$ cat src/bta_pkg.sv
// Package for the balanced ternary ALU: word sizes, operation codes, trit
// encoding helpers and the carry-map type used by the parallel carry prefix.
// No dependencies.
`default_nettype none

package bta_pkg;

	localparam int MAX_TRITS = 32;
	localparam int WORD_W = 2 * MAX_TRITS;
	localparam int TRIT_COUNT_DEF = 32;

	// Trit codes in the packed word.
	localparam logic [1:0] TRIT_ZERO = 2'b00;
	localparam logic [1:0] TRIT_POS = 2'b01;
	localparam logic [1:0] TRIT_NEG = 2'b10;

	typedef enum logic [2:0] {
		OP_ADD = 3'd0,
		OP_SUB = 3'd1,
		OP_AND = 3'd2,
		OP_OR  = 3'd3,
		OP_XOR = 3'd4,
		OP_NOT = 3'd5
	} op_t;

	// A carry map gives the carry out of a group of trits for each of the
	// three possible carries into it, each held as a trit code.
	typedef struct packed {
		logic [1:0] m_neg;
		logic [1:0] m_zero;
		logic [1:0] m_pos;
	} cmap_t;

	// Decode a trit code to a small signed value; code 11 reads as zero.
	function automatic logic signed [2:0] trit_dec(input logic [1:0] code);
		logic signed [2:0] v;
		unique case (code)
			TRIT_POS: v = 3'sd1;
			TRIT_NEG: v = -3'sd1;
			default:  v = 3'sd0;
		endcase
		return v;
	endfunction

	// Encode a value in -1..1 as a trit code.
	function automatic logic [1:0] trit_enc(input logic signed [2:0] v);
		logic [1:0] c;
		priority if (v > 3'sd0) c = TRIT_POS;
		else if (v < 3'sd0) c = TRIT_NEG;
		else c = TRIT_ZERO;
		return c;
	endfunction

	// Sum digit of a balanced sum in -3..3, reduced modulo 3 into -1..1.
	function automatic logic [1:0] trit_wrap(input logic signed [2:0] s);
		logic [1:0] c;
		unique case (s)
			3'sd1, -3'sd2: c = TRIT_POS;
			-3'sd1, 3'sd2: c = TRIT_NEG;
			default:       c = TRIT_ZERO;
		endcase
		return c;
	endfunction

	// Carry out of a balanced sum in -3..3.
	function automatic logic [1:0] carry_of(input logic signed [2:0] s);
		logic [1:0] c;
		priority if (s > 3'sd1) c = TRIT_POS;
		else if (s < -3'sd1) c = TRIT_NEG;
		else c = TRIT_ZERO;
		return c;
	endfunction

	function automatic logic [1:0] cmap_apply(input cmap_t m, input logic [1:0] cin);
		logic [1:0] c;
		unique case (cin)
			TRIT_POS: c = m.m_pos;
			TRIT_NEG: c = m.m_neg;
			default:  c = m.m_zero;
		endcase
		return c;
	endfunction

	// Map of f followed by g: f covers the lower trits, g the upper ones.
	function automatic cmap_t cmap_compose(input cmap_t g, input cmap_t f);
		cmap_t h;
		h.m_neg = cmap_apply(g, f.m_neg);
		h.m_zero = cmap_apply(g, f.m_zero);
		h.m_pos = cmap_apply(g, f.m_pos);
		return h;
	endfunction

endpackage

`default_nettype wire

$ cat src/balanced_ternary_alu.sv
// Top level of the balanced ternary ALU: input register, trit-wise logic with
// a parallel carry prefix for add and subtract, and result register.
// Depends on bta_pkg.
`default_nettype none

// Balanced ternary ALU over TRIT_COUNT trits packed two bits per trit (00 zero,
// 01 plus one, 10 minus one, 11 read as zero). Operations are add, subtract,
// trit-wise product (and), maximum (or), negated product (xor) and negate
// (not); unused operation codes give zero. The block takes one word per clock
// cycle while the output side is not stalled. A word is captured in the input
// register when accepted, its result is computed in one pass and captured in
// the output register, which drives result and out_valid until it is taken.
// The longest path is the add/subtract carry, formed by a Kogge-Stone prefix of
// clog2(TRIT_COUNT) levels of carry-map composition rather than a ripple.
// The carry out of the top trit is dropped, so sums wrap modulo 3^TRIT_COUNT.
// Result trits at and above TRIT_COUNT are zero, and every result trit uses the
// canonical codes only. A stall on the output holds the output register, and
// the input register too once it is full; in_ready follows out_ready
// combinationally when both registers are full.
module balanced_ternary_alu #(
	parameter int TRIT_COUNT = bta_pkg::TRIT_COUNT_DEF
) (
	input  wire logic                        clk,
	input  wire logic                        arst_n,
	input  wire logic                        in_valid,
	output      logic                        in_ready,
	input  wire logic [2:0]                  op,
	input  wire logic [bta_pkg::WORD_W-1:0]  operand_a,
	input  wire logic [bta_pkg::WORD_W-1:0]  operand_b,
	output      logic                        out_valid,
	input  wire logic                        out_ready,
	output      logic [bta_pkg::WORD_W-1:0]  result
);
	import bta_pkg::*;

	localparam int LVLS = (TRIT_COUNT > 1) ? $clog2(TRIT_COUNT) : 1;

	// Pipeline registers.
	logic              valid_s1;
	logic [2:0]        op_s1;
	logic [WORD_W-1:0] a_s1;
	logic [WORD_W-1:0] b_s1;
	logic              valid_s2;
	logic [WORD_W-1:0] res_s2;

	logic adv_s2;
	logic adv_s1;
	logic [WORD_W-1:0] res_d;

	// The output register takes a new word when it is empty or being drained;
	// the input register moves whenever its word can move on.
	assign adv_s2 = !valid_s2 || out_ready;
	assign adv_s1 = !valid_s1 || adv_s2;
	assign in_ready = adv_s1;

	always_ff @(posedge clk or negedge arst_n) begin
		if (!arst_n) begin
			valid_s1 <= 1'b0;
			valid_s2 <= 1'b0;
		end else begin
			if (adv_s1) begin
				valid_s1 <= in_valid;
			end
			if (adv_s2) begin
				valid_s2 <= valid_s1;
			end
		end
	end

	always_ff @(posedge clk) begin
		if (adv_s1 && in_valid) begin
			op_s1 <= op;
			a_s1 <= operand_a;
			b_s1 <= operand_b;
		end
		if (adv_s2 && valid_s1) begin
			res_s2 <= res_d;
		end
	end

	// Per-trit operand values and the carry map of each trit position.
	logic signed [2:0] ta [TRIT_COUNT];
	logic signed [2:0] tb [TRIT_COUNT];
	cmap_t             pre [LVLS+1][TRIT_COUNT];
	logic [1:0]        cin [TRIT_COUNT];
	logic [1:0]        digit [TRIT_COUNT];

	genvar gi, gk;
	generate
		for (gi = 0; gi < TRIT_COUNT; gi++) begin : g_trit
			logic signed [2:0] pair;
			logic signed [2:0] sum;
			logic signed [2:0] prod;

			assign ta[gi] = trit_dec(a_s1[2*gi +: 2]);
			// Subtract adds the negated second operand.
			assign tb[gi] = (op_s1 == OP_SUB) ? -trit_dec(b_s1[2*gi +: 2])
				: trit_dec(b_s1[2*gi +: 2]);
			assign pair = ta[gi] + tb[gi];
			assign sum = pair + trit_dec(cin[gi]);
			assign prod = ta[gi] * tb[gi];

			assign pre[0][gi].m_neg = carry_of(pair - 3'sd1);
			assign pre[0][gi].m_zero = carry_of(pair);
			assign pre[0][gi].m_pos = carry_of(pair + 3'sd1);

			if (gi == 0) begin : g_first
				assign cin[gi] = TRIT_ZERO;
			end else begin : g_rest
				assign cin[gi] = pre[LVLS][gi-1].m_zero;
			end

			always_comb begin
				unique case (op_s1)
					OP_ADD, OP_SUB: digit[gi] = trit_wrap(sum);
					OP_AND:         digit[gi] = trit_enc(prod);
					OP_OR:          digit[gi] = trit_enc((ta[gi] > tb[gi]) ? ta[gi] : tb[gi]);
					OP_XOR:         digit[gi] = trit_enc(-prod);
					OP_NOT:         digit[gi] = trit_enc(-ta[gi]);
					default:        digit[gi] = TRIT_ZERO;
				endcase
			end
		end

		// Kogge-Stone prefix: after level k each position covers the 2^(k+1)
		// trits ending at it, so the last level gives the carry out of all
		// trits from zero up to that position.
		for (gk = 0; gk < LVLS; gk++) begin : g_lvl
			for (gi = 0; gi < TRIT_COUNT; gi++) begin : g_pos
				if (gi >= (1 << gk)) begin : g_cmb
					assign pre[gk+1][gi] = cmap_compose(pre[gk][gi], pre[gk][gi-(1 << gk)]);
				end else begin : g_pass
					assign pre[gk+1][gi] = pre[gk][gi];
				end
			end
		end

		for (gi = 0; gi < MAX_TRITS; gi++) begin : g_out
			if (gi < TRIT_COUNT) begin : g_used
				assign res_d[2*gi +: 2] = digit[gi];
			end else begin : g_unused
				assign res_d[2*gi +: 2] = TRIT_ZERO;
			end
		end
	endgenerate

	assign out_valid = valid_s2;
	assign result = res_s2;

	// Assertions.
	localparam logic [WORD_W-1:0] LO_BITS = {MAX_TRITS{2'b01}};

	a_no_code11: assert property (@(posedge clk) disable iff (!arst_n)
		out_valid |-> ((result & (result >> 1) & LO_BITS) == '0))
		else $error("result holds a non-canonical trit code");

	a_upper_zero: assert property (@(posedge clk) disable iff (!arst_n)
		out_valid |-> ((result >> (2 * TRIT_COUNT)) == '0))
		else $error("result trits above TRIT_COUNT are not zero");

	a_accept_loads: assert property (@(posedge clk) disable iff (!arst_n)
		(in_valid && in_ready) |=> (valid_s1 && op_s1 == $past(op)))
		else $error("accepted word not captured in input register");

	a_stall_holds: assert property (@(posedge clk) disable iff (!arst_n)
		(valid_s1 && !adv_s2) |=> (valid_s1 && $stable(op_s1) && $stable(a_s1)
			&& $stable(b_s1)))
		else $error("input register changed while output stalled");

endmodule

`default_nettype wire
$ cat config.mk
export PLATFORM = sky130hd
export DESIGN_NAME = balanced_ternary_alu
export DESIGN_NICKNAME = d
export VERILOG_FILES = /design/src/bta_pkg.sv /design/src/balanced_ternary_alu.sv
export SDC_FILE = /design/constraint.sdc
export NUM_CORES = 1
export LEC_CHECK = 0
export BUFFER_PORTS_ARGS = -buffer_cell sky130_fd_sc_hd__buf_4
export CORE_UTILIZATION = 25
export CTS_CLUSTER_SIZE = 8
export DETAILED_ROUTE_END_ITERATION = 10
export GPL_ROUTABILITY_DRIVEN = 0
export PLACE_DENSITY_LB_ADDON = 0.08
export SLEW_MARGIN = 20
export SYNTH_ARGS = -nofsm -noshare
export SYNTH_HDL_FRONTEND = slang
export SYNTH_SLANG_ARGS = --single-unit
$ cat constraint.sdc
create_clock -name clk -period 10.8 [get_ports clk]
set_input_delay 0.54 -clock clk [delete_from_list [all_inputs] [get_ports clk]]
set_output_delay 0.54 -clock clk [all_outputs]
set_load 0.02 [all_outputs]
**Word-level counts from Yosys, hierarchy flattened**

Index checks and enable logic that the tools add are counted.

- $add $sub $neg: 219
- Multiply operators: 32
- Magnitude comparators: 470
- Equal/unequal tests: 887
- Mux-type cells: 973
- Reductions and logical operators: 72

Operators by type and width:

| kind | count |
|---|---|
| $pmux W2 S2 | 344 |
| $mux W2 | 438 |
| $eq A2 B1 Y1 const B | 377 |
| $eq A2 B2 Y1 const B | 377 |
| $lt A3 B1 Y1 const B | 219 |
| $pmux W3 S2 | 95 |
| $gt A3 B1 Y1 const B | 128 |
| $pmux W2 S5 | 32 |
| $neg A3 Y3 | 96 |
| $gt A3 B2 Y1 const B | 91 |
| $eq A3 B3 Y1 const B | 66 |
| $mux W3 | 64 |
| $add A3 B3 Y3 | 63 |
| $reduce_or A2 Y1 | 65 |
| $eq A3 B2 Y1 const B | 34 |
| $eq A3 B1 Y1 const B | 33 |
| $gt A3 B3 Y1 | 32 |
| $mul A3 B3 Y3 | 32 |
| $add A3 B2 Y3 const B | 30 |
| $sub A3 B2 Y3 const B | 30 |
| $logic_not A3 Y1 | 1 |
| $logic_and A1 B1 Y1 | 2 |
| $logic_not A1 Y1 | 2 |
| $logic_or A1 B1 Y1 | 2 |

- Flip-flop bits (word level): 197
- Bits of input ports: 135
- Output and inout port bits: 66

**Longest topological paths before layout**

- Depth in word-level cells: 25
- Depth in mapped cells: 45
- Mapped depth without buffers: 44

**Worst setup path before layout**

No wires, ideal clock.

- Path type: reg-to-reg
- Start: register op_s1[2]
- End: register res_s2[59], in the netlist result[59], data pin
- Setup time: 271 ps
- Data arrival time: 8531 ps
- Data required time: 10529 ps
- Setup slack: 1997 ps
- Stages on the path, launching flop included: 41
- Path buffers: 3
- Clock period less this slack: 8803 ps
- Cell sequence: edfxtp_1 nor2_1 and2_1 clkbuf_1 clkbuf_1 mux2i_1 inv_1 fa_1 inv_1 ha_1 nor2b_1 or2_2 o221ai_1 ha_1 o31a_1 ha_1 nor2b_1 a22o_1 [... 5 more ...] clkbuf_1 nor3b_1 nand2_1 a211oi_1 a31oi_1 a41oi_1 a311o_1 o22ai_1 ha_1 inv_1 ha_1 inv_1 fa_1 xnor2_1 xnor2_1 xor2_1 a222oi_1 o21ai_0

RTL lines:

| item | line | source |
|---|---|---|
| start: declaration | balanced_ternary_alu.sv:40 | `logic [2:0] op_s1;` |
| start signal: assignment | balanced_ternary_alu.sv:72 | `op_s1 <= op;` |
| end signal: assignment | balanced_ternary_alu.sv:77 | `res_s2 <= res_d;` |
| end: declaration | balanced_ternary_alu.sv:44 | `logic [WORD_W-1:0] res_s2;` |

==> impl_summary.txt <==
----------------------------------------------------
[Logic synthesis]
  Largest cells by area after synthesis ... sky130_fd_sc_hd__ha_1 (27%), sky130_fd_sc_hd__edfxtp_1 (13%), sky130_fd_sc_hd__inv_1 (7.9%), sky130_fd_sc_hd__xnor2_1 (4.0%), sky130_fd_sc_hd__a221oi_1 (3.7%)
  Number of instances in the synthesized netlist ... 5,758
  Fraction of the yosys area taken by sequential cells ... 12.63%
  Post-synth EDFFs ... 195
  Top-area cell type share of the netlist area ... 27.13%
  Asr flop ratio synth ... 1.015%
  Most used flip-flop cell after synthesis ... sky130_fd_sc_hd__edfxtp_1
  Net Count, Synth ... 6,990
  YS warnings ... 0
  Netlist cell types ... 93
  Register bit total from synthesis ... 197
  Largest area contributor in the synthesized netlist ... sky130_fd_sc_hd__ha_1
  Cell area after synthesis ... 46,770 µm²
  Average footprint of a synthesized cell ... 8.122 µm²

[STA]
  Transition time at the pin with the least slew margin ... 1075 ps
  Hold violation count in the final report ... 0
  Final Critical Period ... 10,140 ps
  Largest clock skew in the final design ... 24.24 ps
  Sum of negative setup slack ... 0 ps
  Worst relative slew slack ... 27.41%
  Final hold slack ... 188.7 ps
  Maximum clock rate ... 98.66 MHz
  RSZ-0062 raised after global routing ... false
  Number of endpoints failing setup at the final stage ... 0
  Final slew viol count ... 0
  Final Cycle Share ... 93.85%

[Clocking]
  Clk_lat worst skew ... 520 ps
  Post-CTS setup buffer count ... 0
  TritonCTS clock tree ... yes
  CTS sink count ... 197
  Number of buffers created by CTS ... 17
  Clock H-tree levels ... 4
  Buffers from clock root to sink, at most ... 2
  Reg clk slew, reported paths ... 90 ps
  Clk root buf ... sky130_fd_sc_hd__clkbuf_16

[GRT]
  Pin count of the biggest net entering global routing ... 58
  Total grt overflow ... 0
  GRT Total Usage ... 19.49%
  Vias in the first global route ... 42,112
  First-pass GRT wire length ... 277.0 mm
  Antenna violations before repair ... 5

[Placement]
  Total placed instance area ... 51,600 µm²
  Number of port buffers ... 200
  DP HPWL ... 161.7 mm

[Finish]
  Area overhead of the layout relative to synthesis ... 11.85%
  Final instance area ... 52,310 µm²
  Share of final-layout standard cells stronger than drive strength 1 ... 8.974%
  Filler cell count ... 20,067
  Number of nets at the end of the flow ... 7,192
  Most common cell after layout, fill and taps aside ... sky130_fd_sc_hd__ha_1
  Leading cell types in the layout, fill and taps excluded ... sky130_fd_sc_hd__ha_1 (1,014), sky130_fd_sc_hd__inv_1 (984), sky130_fd_sc_hd__nand2_1 (366)

[Worst hold path]
  Min-delay src ... operand_b[2]
  Worst min path class ... in2reg
  Worst min-delay path endpoint ... b_s1[2]$_DFFE_PP_
  Number of instances on the worst hold path ... 1

[Route]
  WL final ... 188.5 mm
  Detailed-route vias per instance ... 5.097
  Detailed-route DRC error count ... 0
  Via count ... 43,087
  Iteration-0 DRC Markers ... 2,938
  Number of iterations in the first detailed-routing pass ... 8
  Routed len/inst ... 22.30 µm
  Number of routed nets with antenna violations ... 0

[Die]
  Number of rows created at floorplan ... 158
  Number of placed I/O pins ... 201
  Starting utilization of the core area ... 25.19%
  X dimension of the die ... 434.5 µm
  Chip Height ... 434.5 µm
  Core region area ... 185,600 µm²
  Die area ... 188,800 µm²

[Worst setup path]
  Slowest stage delay, CP ... 700 ps
  Critical register-to-register path endpoint ... result[35]$_DFFE_PP_
  Maximum net fanout on the critical path ... 11
  Depth of the most critical reg-to-reg path ... 31
  Critical path's slowest cell ... sky130_fd_sc_hd__o221ai_1
  Crit Path Class ... reg2reg
  Nature of the critical path startpoint ... flip-flop
  Kind of end point of the critical path ... flip-flop
  WP data required ... 11,030 ps
  Most frequent cell on the critical path ... sky130_fd_sc_hd__ha_1
  Register-to-register path setup slack ... 660 ps
  CP arrival ... 10,360 ps
  Reg-to-Reg Start ... op_s1[2]$_DFFE_PP_

[Run status]
  Result of the run ... completed

[Run]
  Total of max-cap violations ... 0

----------------------------------------------------
-- repair_timing --
action / in CTS / in global routing
setup endpoints to repair: 0 / 4
gates resized for setup: 0 / 8
hold endpoints to repair: 2 / 0
hold buffers: 1 / 0
-- per-layer routing --
metal / vias to the layer above / wire, µm / track usage [%]
met3: 141 / 5366 / 1.300
li1: 20926 / - / -
met2: 966 / 91150 / 34.30
met4: 6 / 5138 / 5.080
met5: - / 34 / 0
met1: 21048 / 86840 / 25.54
-- worst max-delay path by stage --
stage	startpoint	end	slack (ps)	depth (start not counted)
after global routing	op_s1[2]$_DFFE_PP_	result[59]$_DFFE_PP_	4	39
final	op_s1[2]$_DFFE_PP_	result[35]$_DFFE_PP_	660	31
after detailed placement	op_s1[2]$_DFFE_PP_	result[59]$_DFFE_PP_	520	39
after floorplan	op_s1[2]$_DFFE_PP_	result[59]$_DFFE_PP_	2000	40
after CTS	op_s1[2]$_DFFE_PP_	result[59]$_DFFE_PP_	470	39
after global placement	op_s1[2]$_DFFE_PP_	result[35]$_DFFE_PP_	420	31
-- metrics by stage --
stage | cells | util, % | setup WS (ps)
6_report | 8454 | 28.18 | 663.7
5_1_grt | 8453 | 28.18 | 3.820
4_1_cts | 8453 | 28.15 | 469.3
3_5_place_dp | 8420 | 27.80 | 517.7
3_3_place_gp | 8420 | 27.80 | 415.6
2_1_floorplan | 5758 | - | 1997
-- cell type report --
cell class,count,area (µm²),share of cell area [%]
diodes,1,2.502,0.004784
clock buffers,18,439.2,0.8396
clock inverters,14,210.2,0.4018
inverters,993,3727,7.126
multi-input cells,4467,36790,70.33
flip-flops and latches,197,5906,11.29
well taps,2480,3103,5.932
repair buffers,284,2135,4.081
-- synthesized netlist by cell type (all sizes together), types with 16 or more instances --
| cell type | count |
|---|---|
| nand3 | 46 |
| a222oi | 30 |
| mux2i | 129 |
| nor2 | 311 |
| o21ai | 238 |
| o221ai | 71 |
| and3 | 32 |
| nor2b | 122 |
| nand3b | 16 |
| or2 | 90 |
| o22ai | 40 |
| a221oi | 202 |
| a31oi | 81 |
| clkbuf | 69 |
| xnor2 | 214 |
| o221a | 17 |
| or3 | 25 |
| nand2b | 66 |
| o211ai | 41 |
| inv | 989 |
| nor4 | 34 |
| nand2 | 366 |
| buf | 32 |
| a22o | 53 |
| a221o | 50 |
| fa | 83 |
| o31ai | 30 |
| mux2 | 62 |
| nand4 | 55 |
| a211oi | 35 |
| a21o | 57 |
| xor2 | 70 |
| and2 | 85 |
| o21bai | 18 |
| a21oi | 264 |
| nor3 | 91 |
| ha | 1014 |
| a22oi | 62 |
| a21boi | 41 |
| edfxtp | 195 |
| o311ai | 32 |
| nor3b | 16 |
-- worst max-delay path, delay by kind of cell, from the launching register on --
family	cells	cell delay, ps
buf+inv	4	700
xor+xnor	4	850
simple gates	4	810
mux	1	630
fa+ha+maj	7	2440
compound gates	11	3990
flops	1	410
-- state kept, by name, indices dropped and copies added (netlist names) --
name	count
a_s1	64
b_s1	64
result	64
op_s1	3
out_valid	1
valid_s1	1
-- cell families (layout without fill, tap and decap cells) --
logic type | Yosys count | after routing | synth area share, %
other | 0 | 1 | 0
AND/OR/NAND/NOR | 1389 | 1389 | 14.85
buffers and inverters | 1094 | 1309 | 8.874
XOR/XNOR | 284 | 284 | 5.407
multiplexers | 191 | 191 | 4.254
adder cells (fa/ha/maj) | 1097 | 1097 | 30.68
flip-flops | 197 | 197 | 12.63
AO/OA/AOI/OAI | 1506 | 1506 | 23.30
Power is not shown: default switching activity piles up to over one toggle a cycle in this logic, so the estimate is an artifact.
